==> config.mk <==
export PLATFORM = sky130hd
export DESIGN_NAME = load_store_queue_forwarding_unit
export DESIGN_NICKNAME = d
export VERILOG_FILES = /design/src/sv/lsqf_pkg.sv /design/src/sv/lsqf_ram.sv /design/src/sv/lsqf_cmp.sv /design/src/sv/load_store_queue_forwarding_unit.sv
export SDC_FILE = /design/constraint.sdc
export NUM_CORES = 1
export LEC_CHECK = 0
export BUFFER_PORTS_ARGS = -buffer_cell sky130_fd_sc_hd__buf_2
export CAP_MARGIN = 20
export CORE_MARGIN = 10
export CORE_UTILIZATION = 50
export DETAILED_ROUTE_END_ITERATION = 10
export HOLD_SLACK_MARGIN = 0.03
export PLACE_DENSITY = 0.7
export SLEW_MARGIN = 20
export SYNTH_ARGS = -nofsm -noshare
export SYNTH_HDL_FRONTEND = slang
export SYNTH_SLANG_ARGS = --single-unit
==> constraint.sdc <==
create_clock -name clock -period 7.3 [get_ports clock]
set_input_delay 0.73 -clock clock [delete_from_list [all_inputs] [get_ports clock]]
set_output_delay 0.73 -clock clock [all_outputs]
set_load 0.03 [all_outputs]
==> src/sv/lsqf_pkg.sv <==
package lsqf_pkg;

   localparam logic [1:0] MODE_TICK  = 2'd0;
   localparam logic [1:0] MODE_LOAD  = 2'd1;
   localparam logic [1:0] MODE_STORE = 2'd2;
   localparam logic [1:0] MODE_NOP   = 2'd3;

   localparam logic [1:0] KIND_NONE  = 2'd0;
   localparam logic [1:0] KIND_LOAD  = 2'd1;
   localparam logic [1:0] KIND_STORE = 2'd2;

   typedef struct packed {
      logic [1:0]         mode;
      logic [4:0]         seq;
      logic signed [31:0] base;
      logic signed [31:0] offset;
      logic signed [31:0] store_data;
      logic [4:0]         rob_tail;
   } req_type;

   typedef struct packed {
      logic [1:0]         issued_kind;
      logic [4:0]         issued_seq;
      logic signed [31:0] issued_addr;
      logic signed [31:0] issued_value;
      logic               was_forwarded;
      logic               needs_memory;
      logic               writeback;
      logic               dispatch_dropped;
      logic               queue_full;
   } rsp_type;

   typedef struct packed {
      logic        is_store;
      logic [4:0]  seq;
      logic [31:0] addr;
      logic [31:0] value;
      logic        fwd;
   } entry_type;

   typedef struct packed {
      logic not_younger;
      logic addr_hit;
   } cmp_type;

   typedef enum logic [2:0] {
      ST_IDLE,
      ST_SCAN_RD,
      ST_SCAN_EV,
      ST_INSERT_LAST,
      ST_TICK_RD,
      ST_TICK_EV,
      ST_DONE
   } state_type;

endpackage

==> src/sv/lsqf_ram.sv <==
module lsqf_ram import lsqf_pkg::*; #(
   parameter int DEPTH = 8,
   localparam int AW = $clog2(DEPTH)
) (
   input  logic          clock,
   input  logic          wr_en,
   input  logic [AW-1:0] wr_addr,
   input  entry_type     wr_data,
   input  logic          rd_en,
   input  logic [AW-1:0] rd_addr,
   output entry_type     rd_data
);

   entry_type mem [DEPTH];
   entry_type rd_data_ff;

   always_ff @(posedge clock) begin
      if (wr_en) begin
         mem[wr_addr] <= wr_data;
      end
   end

   always_ff @(posedge clock) begin
      if (rd_en) begin
         rd_data_ff <= mem[rd_addr];
      end
   end

   assign rd_data = rd_data_ff;

endmodule

==> src/sv/lsqf_cmp.sv <==
module lsqf_cmp import lsqf_pkg::*; #(
   parameter int ROB_DEPTH = 32
) (
   input  logic [4:0]  entry_seq,
   input  logic [4:0]  item_seq,
   input  logic [4:0]  rob_tail,
   input  logic [31:0] entry_addr,
   input  logic [31:0] item_addr,
   output cmp_type     cmp_res
);

   localparam int KW = $clog2(ROB_DEPTH + 32);

   function automatic logic [KW-1:0] order_key(input logic [4:0] s, input logic [4:0] tail);
      logic [KW-1:0] k;
      k = KW'(s);
      if (s < tail) begin
         k = k + KW'(ROB_DEPTH);
      end
      return k;
   endfunction

   logic [KW-1:0] entry_key;
   logic [KW-1:0] item_key;

   assign entry_key = order_key(entry_seq, rob_tail);
   assign item_key  = order_key(item_seq, rob_tail);

   assign cmp_res.not_younger = (entry_key <= item_key);
   assign cmp_res.addr_hit    = (entry_addr == item_addr);

endmodule

==> src/sv/load_store_queue_forwarding_unit.sv <==
// Load/store queue with store-to-load forwarding, kept in program order.
// Input channel req_*: one transfer carries a tick (issue the oldest entry
// or end a stall), a load or store dispatch, or a no-op. Result channel rsp_*:
// exactly one transfer per accepted item, in order, giving the issued entry
// (if any), the drop flag of a dispatch into a full queue and the full status.
// Entries sit in a circular buffer memory with one write and one registered
// read port; a single compare unit checks order key and address of one entry
// at a time.
// Steps per item, from acceptance to result offered:
//   dispatch        each held entry is read, then evaluated; entries younger
//                   than the item ripple one slot up through the memory port
//   tick that pops  one memory read of the oldest entry
//   other items     straight to the result
// req_ready returns in the same cycle as the result is offered.
// req_ready is high only while the sequencer is idle; the next item may be
// taken while the last result still waits. If the receiver stalls, the
// following item finishes and holds until the result register frees up.
// Reset (synchronous, active high) empties the queue and clears the stall
// tick; memory contents are left as they are and are never read unwritten.
module load_store_queue_forwarding_unit import lsqf_pkg::*; #(
   parameter int QUEUE_DEPTH = 8,
   parameter int ROB_DEPTH   = 32
) (
   input  logic    clock,
   input  logic    reset,
   input  logic    req_valid,
   output logic    req_ready,
   input  req_type req_data,
   output logic    rsp_valid,
   input  logic    rsp_ready,
   output rsp_type rsp_data
);

   localparam int AW = $clog2(QUEUE_DEPTH);
   localparam int CW = $clog2(QUEUE_DEPTH + 1);

   function automatic logic [AW-1:0] phys(input logic [AW-1:0] h, input logic [AW-1:0] off);
      logic [AW:0] s;
      s = {1'b0, h} + {1'b0, off};
      if (s >= (AW+1)'(QUEUE_DEPTH)) begin
         s = s - (AW+1)'(QUEUE_DEPTH);
      end
      return s[AW-1:0];
   endfunction

   state_type state_ff, state_in;
   logic [CW-1:0] count_ff, count_in;
   logic [AW-1:0] head_ff, head_in;
   logic busy_ff, busy_in;
   logic [CW-1:0] j_ff, j_in;
   logic ins_ff, ins_in;
   logic stop_ff, stop_in;
   logic lst_seen_ff, lst_seen_in;
   logic lst_hit_ff, lst_hit_in;
   logic [31:0] lst_val_ff, lst_val_in;
   entry_type carry_ff, carry_in;
   req_type item_ff, item_in;
   logic [31:0] addr_ff, addr_in;
   rsp_type pend_ff, pend_in;
   rsp_type rsp_ff, rsp_in;
   logic rsp_valid_ff, rsp_valid_in;

   logic wr_en;
   logic [AW-1:0] wr_addr;
   entry_type wr_data;
   logic rd_en;
   logic [AW-1:0] rd_addr;
   entry_type rd_data;
   cmp_type cmp_res;

   logic full;
   logic req_dispatch;
   logic item_store;
   logic active;
   entry_type new_entry;
   entry_type e_mod;

   lsqf_ram #(.DEPTH(QUEUE_DEPTH)) u_ram (
      .clock   (clock),
      .wr_en   (wr_en),
      .wr_addr (wr_addr),
      .wr_data (wr_data),
      .rd_en   (rd_en),
      .rd_addr (rd_addr),
      .rd_data (rd_data)
   );

   lsqf_cmp #(.ROB_DEPTH(ROB_DEPTH)) u_cmp (
      .entry_seq  (rd_data.seq),
      .item_seq   (item_ff.seq),
      .rob_tail   (item_ff.rob_tail),
      .entry_addr (rd_data.addr),
      .item_addr  (addr_ff),
      .cmp_res    (cmp_res)
   );

   assign full         = (count_ff == CW'(QUEUE_DEPTH));
   assign req_dispatch = (req_data.mode == MODE_LOAD) || (req_data.mode == MODE_STORE);
   assign item_store   = (item_ff.mode == MODE_STORE);
   assign active       = ins_ff || !cmp_res.not_younger;

   always_comb begin
      new_entry.is_store = item_store;
      new_entry.seq      = item_ff.seq;
      new_entry.addr     = addr_ff;
      new_entry.fwd      = !item_store && lst_seen_ff && lst_hit_ff;
      if (item_store) begin
         new_entry.value = item_ff.store_data;
      end else if (lst_seen_ff && lst_hit_ff) begin
         new_entry.value = lst_val_ff;
      end else begin
         new_entry.value = '0;
      end
   end

   always_comb begin
      e_mod = rd_data;
      if (item_store && !stop_ff && cmp_res.addr_hit && !rd_data.is_store) begin
         e_mod.value = item_ff.store_data;
         e_mod.fwd   = 1'b1;
      end
   end

   assign req_ready = (state_ff == ST_IDLE);
   assign rsp_valid = rsp_valid_ff;
   assign rsp_data  = rsp_ff;

   always_comb begin
      state_in = state_ff;
      case (state_ff)
         ST_IDLE: begin
            if (req_valid) begin
               if (req_data.mode == MODE_TICK) begin
                  state_in = (!busy_ff && (count_ff != '0)) ? ST_TICK_RD : ST_DONE;
               end else if (req_dispatch && !full) begin
                  state_in = ST_SCAN_RD;
               end else begin
                  state_in = ST_DONE;
               end
            end
         end
         ST_SCAN_RD:     state_in = (j_ff == count_ff) ? ST_INSERT_LAST : ST_SCAN_EV;
         ST_SCAN_EV:     state_in = ST_SCAN_RD;
         ST_INSERT_LAST: state_in = ST_DONE;
         ST_TICK_RD:     state_in = ST_TICK_EV;
         ST_TICK_EV:     state_in = ST_DONE;
         ST_DONE: begin
            if (!rsp_valid_ff || rsp_ready) begin
               state_in = ST_IDLE;
            end
         end
         default:        state_in = ST_IDLE;
      endcase
   end

   always_comb begin
      wr_en        = 1'b0;
      wr_addr      = phys(head_ff, j_ff[AW-1:0]);
      wr_data      = ins_ff ? carry_ff : new_entry;
      rd_en        = 1'b0;
      rd_addr      = phys(head_ff, j_ff[AW-1:0]);
      count_in     = count_ff;
      head_in      = head_ff;
      busy_in      = busy_ff;
      j_in         = j_ff;
      ins_in       = ins_ff;
      stop_in      = stop_ff;
      lst_seen_in  = lst_seen_ff;
      lst_hit_in   = lst_hit_ff;
      lst_val_in   = lst_val_ff;
      carry_in     = carry_ff;
      item_in      = item_ff;
      addr_in      = addr_ff;
      pend_in      = pend_ff;
      rsp_in       = rsp_ff;
      rsp_valid_in = rsp_valid_ff && !rsp_ready;
      case (state_ff)
         ST_IDLE: begin
            if (req_valid) begin
               item_in     = req_data;
               addr_in     = 32'(req_data.base + req_data.offset);
               pend_in     = '0;
               j_in        = '0;
               ins_in      = 1'b0;
               stop_in     = 1'b0;
               lst_seen_in = 1'b0;
               if ((req_data.mode == MODE_TICK) && busy_ff) begin
                  busy_in = 1'b0;
               end
               if (req_dispatch && full) begin
                  pend_in.dispatch_dropped = 1'b1;
               end
            end
         end
         ST_SCAN_RD: begin
            rd_en = (j_ff != count_ff);
         end
         ST_SCAN_EV: begin
            j_in = j_ff + 1'b1;
            if (!active) begin
               if (rd_data.is_store) begin
                  lst_seen_in = 1'b1;
                  lst_hit_in  = cmp_res.addr_hit;
                  lst_val_in  = rd_data.value;
               end
            end else begin
               wr_en    = 1'b1;
               carry_in = e_mod;
               ins_in   = 1'b1;
               if (item_store && cmp_res.addr_hit && rd_data.is_store) begin
                  stop_in = 1'b1;
               end
            end
         end
         ST_INSERT_LAST: begin
            wr_en    = 1'b1;
            count_in = count_ff + 1'b1;
         end
         ST_TICK_RD: begin
            rd_en   = 1'b1;
            rd_addr = head_ff;
         end
         ST_TICK_EV: begin
            pend_in.issued_kind   = rd_data.is_store ? KIND_STORE : KIND_LOAD;
            pend_in.issued_seq    = rd_data.seq;
            pend_in.issued_addr   = rd_data.addr;
            pend_in.issued_value  = (rd_data.is_store || rd_data.fwd) ? rd_data.value : '0;
            pend_in.was_forwarded = !rd_data.is_store && rd_data.fwd;
            pend_in.needs_memory  = !rd_data.is_store && !rd_data.fwd;
            pend_in.writeback     = 1'b1;
            busy_in  = !rd_data.is_store && !rd_data.fwd;
            head_in  = (head_ff == AW'(QUEUE_DEPTH - 1)) ? '0 : head_ff + 1'b1;
            count_in = count_ff - 1'b1;
         end
         ST_DONE: begin
            if (!rsp_valid_ff || rsp_ready) begin
               rsp_in            = pend_ff;
               rsp_in.queue_full = full;
               rsp_valid_in      = 1'b1;
            end
         end
         default: ;
      endcase
   end

   always_ff @(posedge clock) begin
      if (reset) begin
         state_ff     <= ST_IDLE;
         count_ff     <= '0;
         head_ff      <= '0;
         busy_ff      <= 1'b0;
         rsp_valid_ff <= 1'b0;
      end else begin
         state_ff     <= state_in;
         count_ff     <= count_in;
         head_ff      <= head_in;
         busy_ff      <= busy_in;
         rsp_valid_ff <= rsp_valid_in;
      end
   end

   always_ff @(posedge clock) begin
      j_ff        <= j_in;
      ins_ff      <= ins_in;
      stop_ff     <= stop_in;
      lst_seen_ff <= lst_seen_in;
      lst_hit_ff  <= lst_hit_in;
      lst_val_ff  <= lst_val_in;
      carry_ff    <= carry_in;
      item_ff     <= item_in;
      addr_ff     <= addr_in;
      pend_ff     <= pend_in;
      rsp_ff      <= rsp_in;
   end

   a_count_bound: assert property (@(posedge clock) disable iff (reset)
      count_ff <= CW'(QUEUE_DEPTH))
      else $error("queue count beyond depth");

   a_insert_grows: assert property (@(posedge clock) disable iff (reset)
      (state_ff == ST_INSERT_LAST) |=> (count_ff == $past(count_ff) + 1'b1))
      else $error("insert did not grow the queue");

   a_memory_read: assert property (@(posedge clock) disable iff (reset)
      rsp_valid_ff && rsp_ff.needs_memory |->
         (rsp_ff.issued_kind == KIND_LOAD) && (rsp_ff.issued_value == '0) && rsp_ff.writeback)
      else $error("memory read flagged on a non-load result");

   a_drop_full: assert property (@(posedge clock) disable iff (reset)
      rsp_valid_ff && rsp_ff.dispatch_dropped |-> rsp_ff.queue_full && !rsp_ff.writeback)
      else $error("dropped dispatch without full queue");

   a_stall_tick: assert property (@(posedge clock) disable iff (reset)
      (state_ff == ST_TICK_EV) && !rd_data.is_store && !rd_data.fwd |=> busy_ff)
      else $error("unforwarded load did not stall the queue");

endmodule

==> results_dict.tcl, run 1 <==
set metrics [dict create \
    run_status "completed" \
    p_per_area_nw_per_um2 366 \
    yosys_warnings 0 \
    floorplan.die.width_um 303 \
    cts.hold.buffers_added 0 \
    avgRoutedWirePerCell_um 22.0 \
    cts_buffers 99 \
    timing.max_slew.rel_slack_pct 28.4 \
    fin_nets 3258 \
    fin_hold_ws_ns 0.220 \
    die_outline_area_um2 91500 \
    setup_tns_ns 0 \
    largest_net_degree_at_the_start_of_global_routing 177 \
    initial_antenna_violation_count 7 \
    finalSetupViolCount 0 \
    cts_htree_levels 3 \
    dpl-instance-area_um2 42000 \
    finalCoreUtilization_pct 57.1 \
    finish.cell_count_without_fillers 4225 \
    report.final.hold_viol_count 0 \
    grt_first_pass_wirelength_um 143000 \
    synth_top_flop_cell "edfxtp_1" \
    first_global_vias 24100 \
    drcViolationCount 0 \
    netlist_instances 2921 \
    mappedNetlistNets 3088 \
    fp.dieH_um 303 \
    cap_viol_max_count 0 \
    worstSkewPairLatency_ns 0.69 \
    design.core.area_um2 79100 \
    clock-skew-final_ns 0.0336 \
    timing_worst_setup_path_type "register to register" \
    worst_setup_path_end_kind "register" \
    p_sw_mw 5.14 \
    grt_setup_unrepaired "false" \
    postLayoutCellArea_um2 45200 \
    cts_tree "built" \
    syn-mean-instance-area_um2 13.7 \
    netlist-cell-type-count 64 \
    setup.worst_path.start_class "register" \
    synth-edff-count 977 \
    port_buffers 189 \
    cts_sinks 989 \
    timing.hold.worst.class "input pin to register" \
    finalWeightedCongestion 0.860 \
    synth.yosys.seq_area_share_pct 74.1 \
    postCtsSetupBuffers 0 \
    sequentialPowerShare_pct 47.2 \
    final_layout_size_suffix_gt1_share_pct 14.3 \
    postCtsResizedCells 0 \
    grt.total_usage_pct 20.0 \
    areaGrowthSynthToFinish_pct 13.2 \
    fin_crit_sh_pct 61.5 \
    placed_cells 4040 \
    num_antenna_cells 0 \
    overflow 0 \
    wirelength_um 92800 \
    worst-r2r-setup-slack_ns 2.81 \
    ant_nets 0 \
    synth_async_sr_flop_share_pct 0 \
    power.share.clock_pct 30.2 \
    fp-row-count 103 \
    place_worst_setup_slack_ns 2.86 \
    yosys_register_bits 989 \
    worstPathArrival_ns 4.77 \
    detailedRoute.firstPassIterationCount 5 \
    post_drt_via_cell_ratio 5.73 \
    worst_slew_pin_slew_ns 1.07 \
    pwr-share-comb_pct 22.6 \
    irDropWorstVdd_uv 368 \
    post-dp-hpwl_um 53200 \
    effective_utilization_at_floorplan_pct 50.5 \
    endpoint_required_time_on_the_critical_path_ns 7.58 \
    report.final.slew_viol_count 0 \
    worst_setup_hold_path_clk_slew_ns 0.06 \
    final_critical_path_setup_slack_ns 2.81 \
    achievable-frequency_mhz 223 \
    post-layout-total-power_mw 16.6 \
    detailroute.via_count 24200 \
    internal-power_mw 11.4 \
    total_leakage_power_nw 16.4 \
    layout_min_cycle_time_ns 4.49 \
    detailedRoute.firstIterationViolations 2444 \
    cts_max_path_buffers 3 \
    syn_area_um2 39900 \
    number_of_i_o_pins 190 \
    switching_share_pct 31.0 \
    critical_path_peak_fanout 56 \
    cts_root_buf "clkbuf_16" \
]
synthesized netlist by cell type (all sizes together) (5+ instances only):
cell type / n / share of area (%)
a211oi: 5 / 0.11
a21o: 14 / 0.27
a21oi: 45 / 0.57
a221o: 33 / 0.83
a31oi: 9 / 0.14
and2: 37 / 0.58
and3: 42 / 0.66
buf: 70 / 0.92
clkbuf: 84 / 0.79
dfxtp: 12 / 0.60
edfxtp: 977 / 73
ha: 52 / 1.6
inv: 29 / 0.27
mux2: 68 / 2.2
nand2: 716 / 6.7
nand2b: 9 / 0.14
nand3: 361 / 4.5
nand4: 13 / 0.20
nor2: 86 / 0.81
nor2b: 10 / 0.16
nor3: 18 / 0.23
nor4: 5 / 0.078
o21a: 5 / 0.094
o21ai: 100 / 1.3
o21bai: 6 / 0.12
or3: 5 / 0.078
xnor2: 61 / 1.4
xor2: 12 / 0.26
final timing paths:
path                               start                         end  depth (start not counted)
max          u_ram.rd_data[66]$_DFFE_PP_  u_ram.mem[0][55]$_DFFE_PP_                         16
min                         req_data[12]       item_ff[12]$_DFFE_PP_                          1
max reg2reg  u_ram.rd_data[66]$_DFFE_PP_  u_ram.mem[0][55]$_DFFE_PP_                         16
min reg2reg         pend_ff[5]$_DFFE_PP_       rsp_data[5]$_DFFE_PP_                          0
power groups by stage:
stage	Clock (mW)	Combinational (mW)	Sequential (mW)
2_1_floorplan	0	2.55	7.86
3_3_place_gp	0	3.62	7.91
3_5_place_dp	0	3.73	7.94
4_1_cts	5.09	3.76	7.83
5_1_grt	5.32	4.15	7.88
6_report	5.00	3.74	7.82
cell type report:
cell class                 count  area (um2)
multi-input combinational   1749        9720
tap                         1050        1310
sequential                   989       29600
fill                        6123       33900
clock inverter                61         644
clock buffer                 124        2570
inverter                      29         110
timing repair buffer         223        1260
cells by family after synthesis:
| family | Yosys count | synth area share, % |
|---|---|---|
| AND/OR/NAND/NOR | 1311 | 14.4 |
| flip-flops | 989 | 74.1 |
| AO/OA/AOI/OAI | 240 | 3.89 |
| buffers and inverters | 183 | 1.99 |
| XOR/XNOR | 73 | 1.62 |
| multiplexers | 70 | 2.26 |
| adder cells (fa/ha/maj) | 55 | 1.78 |
placed cells by master, fill, tap and decap left out, types with 25 or more instances in the layout:
cell | Yosys | layout
nand2_1 | 716 | 715
nor2_1 | 85 | 77
inv_1 | 29 | 28
and2_1 | 37 | 37
buf_4 | 0 | 28
edfxtp_1 | 977 | 977
clkbuf_1 | 84 | 25
and3_1 | 41 | 40
xnor2_1 | 60 | 60
a221o_1 | 33 | 33
a21oi_1 | 44 | 44
mux2_2 | 39 | 37
clkbuf_16 | 0 | 99
nand3_1 | 361 | 361
ha_1 | 52 | 52
buf_2 | 44 | 189
clkinv_1 | 0 | 26
o21ai_0 | 72 | 71
o21ai_1 | 28 | 29
mux2_4 | 29 | 29
state kept, by name, summed over array words and instances, names as in the netlist, 3 cells and up:
name	flops
u_ram.rd_data	71
lst_val_ff	32
addr_ff	32
j_ff	4
item_ff	44
u_ram.mem	568
carry_ff	71
count_ff	4
state_ff	3
pend_ff	75
rsp_data	76
head_ff	3
critical path, stage by stage, from the launching register on:
cell      delay (ns)
edfxtp_1        0.44
ha_1            0.29
a21boi_0        0.12
o21a_1          0.17
o21ai_0         0.18
nand2b_1        0.08
a21oi_1         0.16
ha_1            0.26
nand2_1         0.07
nor3_1          0.04
nor2_1          0.13
o41ai_1         0.09
buf_4           0.20
a21oi_1         0.21
nand2b_1        0.28
nor2_4          0.48
buf_4           0.75
layer usage:
metal  GRT usage, %  vias to the layer above  wire length (um)  share of wire [%]
li1               -                    11000                 -                  -
met1           27.7                    12100             39000                 42
met2           32.8                      966             45000                 48
met3           2.93                      151              6820                7.3
met4           5.85                        4              1970                2.1
met5              0                        -                27              0.029
No activity file was read; power rests on OpenSTA's default activity.
==> run 2, diff against run 1 <==
Settings changed: PLACE_DENSITY 0.7 to 0.67.
Clock period 7.3 ns to 4.2 ns, I/O delays scaled along.
==> run 2 against run 1 <==
Effect of this change: worst hold slack lost 0.16 ns; total power grew 77%; final cell count grew 1.2%; sequential share of layout area shrank 1.2 points; sequential cell count is the same; design area grew 1.8%; register-to-register slack lost 2.4 ns; clock skew grew 0.0023 ns; combinational power grew 80%; routed wire length is essentially flat.
==> results_dict.tcl, run 2 (synthesized netlist as in run 1, its figures left out) <==
set metrics [dict create \
    run_status "completed" \
    total_leakage_power_nw 16.7 \
    floorplan.die.width_um 303 \
    cts_max_path_buffers 3 \
    final_layout_size_suffix_gt1_share_pct 14.8 \
    drcViolationCount 0 \
    achievable-frequency_mhz 262 \
    report.final.slew_viol_count 0 \
    setup.worst_path.start_class "register" \
    met3_wirelength_um 6510 \
    effective_utilization_at_floorplan_pct 50.5 \
    detailedRoute.firstPassIterationCount 5 \
    post-dp-hpwl_um 53900 \
    number_of_i_o_pins 190 \
    areaGrowthSynthToFinish_pct 15.3 \
    setup_tns_ns 0 \
    first_global_vias 24300 \
    worst_slew_pin_slew_ns 1.08 \
    grt_setup_unrepaired "false" \
    largest_net_degree_at_the_start_of_global_routing 143 \
    initial_antenna_violation_count 1 \
    placed_cells 4052 \
    finalCoreUtilization_pct 58.2 \
    postLayoutCellArea_um2 46000 \
    nFillCells 6106 \
    layout_common_cells "edfxtp_1 (977), nand2_1 (714), nand3_1 (361)" \
    grt_first_pass_wirelength_um 143000 \
    irDropWorstVdd_uv 393 \
    die_outline_area_um2 91500 \
    finalSetupViolCount 0 \
    cap_viol_max_count 0 \
    dpl-instance-area_um2 42300 \
    cts_htree_levels 3 \
    finalWeightedCongestion 0.853 \
    ant_nets 0 \
    endpoint_required_time_on_the_critical_path_ns 4.49 \
    cts_tree "built" \
    fin_nets 3314 \
    top_layer "met5" \
    worstSkewPairLatency_ns 0.67 \
    critical_path_peak_fanout 54 \
    port_buffers 189 \
    finish.cell_count_without_fillers 4275 \
    design.core.area_um2 79100 \
    timing_worst_setup_path_type "register to register" \
    num_antenna_cells 0 \
    worst_setup_path_end_kind "register" \
    overflow 0 \
    met2_wirelength_um 45500 \
    worst_setup_hold_path_clk_slew_ns 0.06 \
    wirelength_um 92900 \
    clock-skew-final_ns 0.0359 \
    met1_length_um 39100 \
    fin_crit_sh_pct 90.8 \
    grt.total_usage_pct 20.1 \
    timing.max_slew.rel_slack_pct 27.8 \
    fp.dieH_um 303 \
    post_drt_via_cell_ratio 5.64 \
    largest_register_ff_count 568 \
    postCtsResizedCells 0 \
    cts_sinks 989 \
    avgRoutedWirePerCell_um 21.7 \
    report.final.hold_viol_count 0 \
    cts_root_buf "clkbuf_16" \
    fp-row-count 103 \
    detailroute.via_count 24100 \
    layout_min_cycle_time_ns 3.81 \
    most_common_cell_after_layout_fill_and_taps_aside "edfxtp_1" \
    p_per_area_nw_per_um2 636 \
    max_flop_register "u_ram.mem" \
    timing.hold.worst.class "input pin to register" \
    postCtsSetupBuffers 0 \
    worstPathArrival_ns 4.10 \
    cts_buffers 99 \
    detailedRoute.firstIterationViolations 2572 \
]
## run 2: cell count changes in the layout (fill, tap and decap cells not counted), moves of 3 or more
cell and delta:
clkinv_1 -9, clkinvlp_4 +3, dlygate4sd3_1 +44, buf_12 +15, clkbuf_1 -4, bufinv_16 +5, clkinv_2 -3
## run 2: what timing repair did
item / CTS / global route
endpoints found under the hold margin: 44 / 0
hold buffers: 44 / 0
setup endpoints to repair: 0 / 0
## run 2: where the power goes
group          switching, mW  total (mW)  internal (mW)
combinational           4.69        6.72           2.03
sequential             0.570        13.6           13.0
clock                   3.70        8.97           5.27
total                   8.96        29.3           20.3
## run 2: critical path: stages, from the launching register on
cell and delay (ns):
edfxtp_1 0.40, ha_1 0.30, a21o_1 0.16, a21oi_1 0.15, nor2b_1 0.06, o21ai_0 0.17, nand2b_1 0.09, ha_1 0.29
nand2_1 0.07, nor3_1 0.04, nor2_1 0.13, o41ai_2 0.16, a21oi_1 0.34, nand2b_1 0.33, nor3_4 0.27, buf_12 0.30
## run 2: final timing paths
kind	startpoint	end	slack, ns	cells after the start
setup / recovery	item_ff[102]$_DFFE_PP_	u_ram.mem[4][35]$_DFFE_PP_	0.39	15
hold / removal	req_data[69]	addr_ff[0]$_DFFE_PP_	0.06	2
setup reg to reg	item_ff[102]$_DFFE_PP_	u_ram.mem[4][35]$_DFFE_PP_	0.39	15
hold reg to reg	pend_ff[37]$_DFFE_PP_	rsp_data[37]$_DFFE_PP_	0.40	0
## run 2: final cells by class
class / count / area, um2 / area share (%)
Clock inverter: 57 / 721 / 1.57
Clock buffer: 122 / 2590 / 5.64
Timing Repair Buffer: 279 / 1970 / 4.28
Sequential cell: 989 / 29600 / 64.3
Inverter: 29 / 111 / 0.242
Multi-Input combinational cell: 1749 / 9730 / 21.2
Tap cell: 1050 / 1310 / 2.85
## run 2: layer usage
layer / up-vias / track usage, %
met5: - / 0
met4: 2 / 5.09
met3: 128 / 3.20
met2: 867 / 33.5
met1: 12000 / 27.3
li1: 11100 / -
## run 2: through the flow
stage               worst slack (ns)  hold WS, ns  total power [mW]
detailed placement             0.487        0.405              20.5
CTS                            0.417       0.0357              29.5
floorplan                     -0.278        0.400              18.1
global route                  0.0935       0.0813              30.6
finish                         0.386       0.0642              29.3
global placement               0.515        0.402              20.2
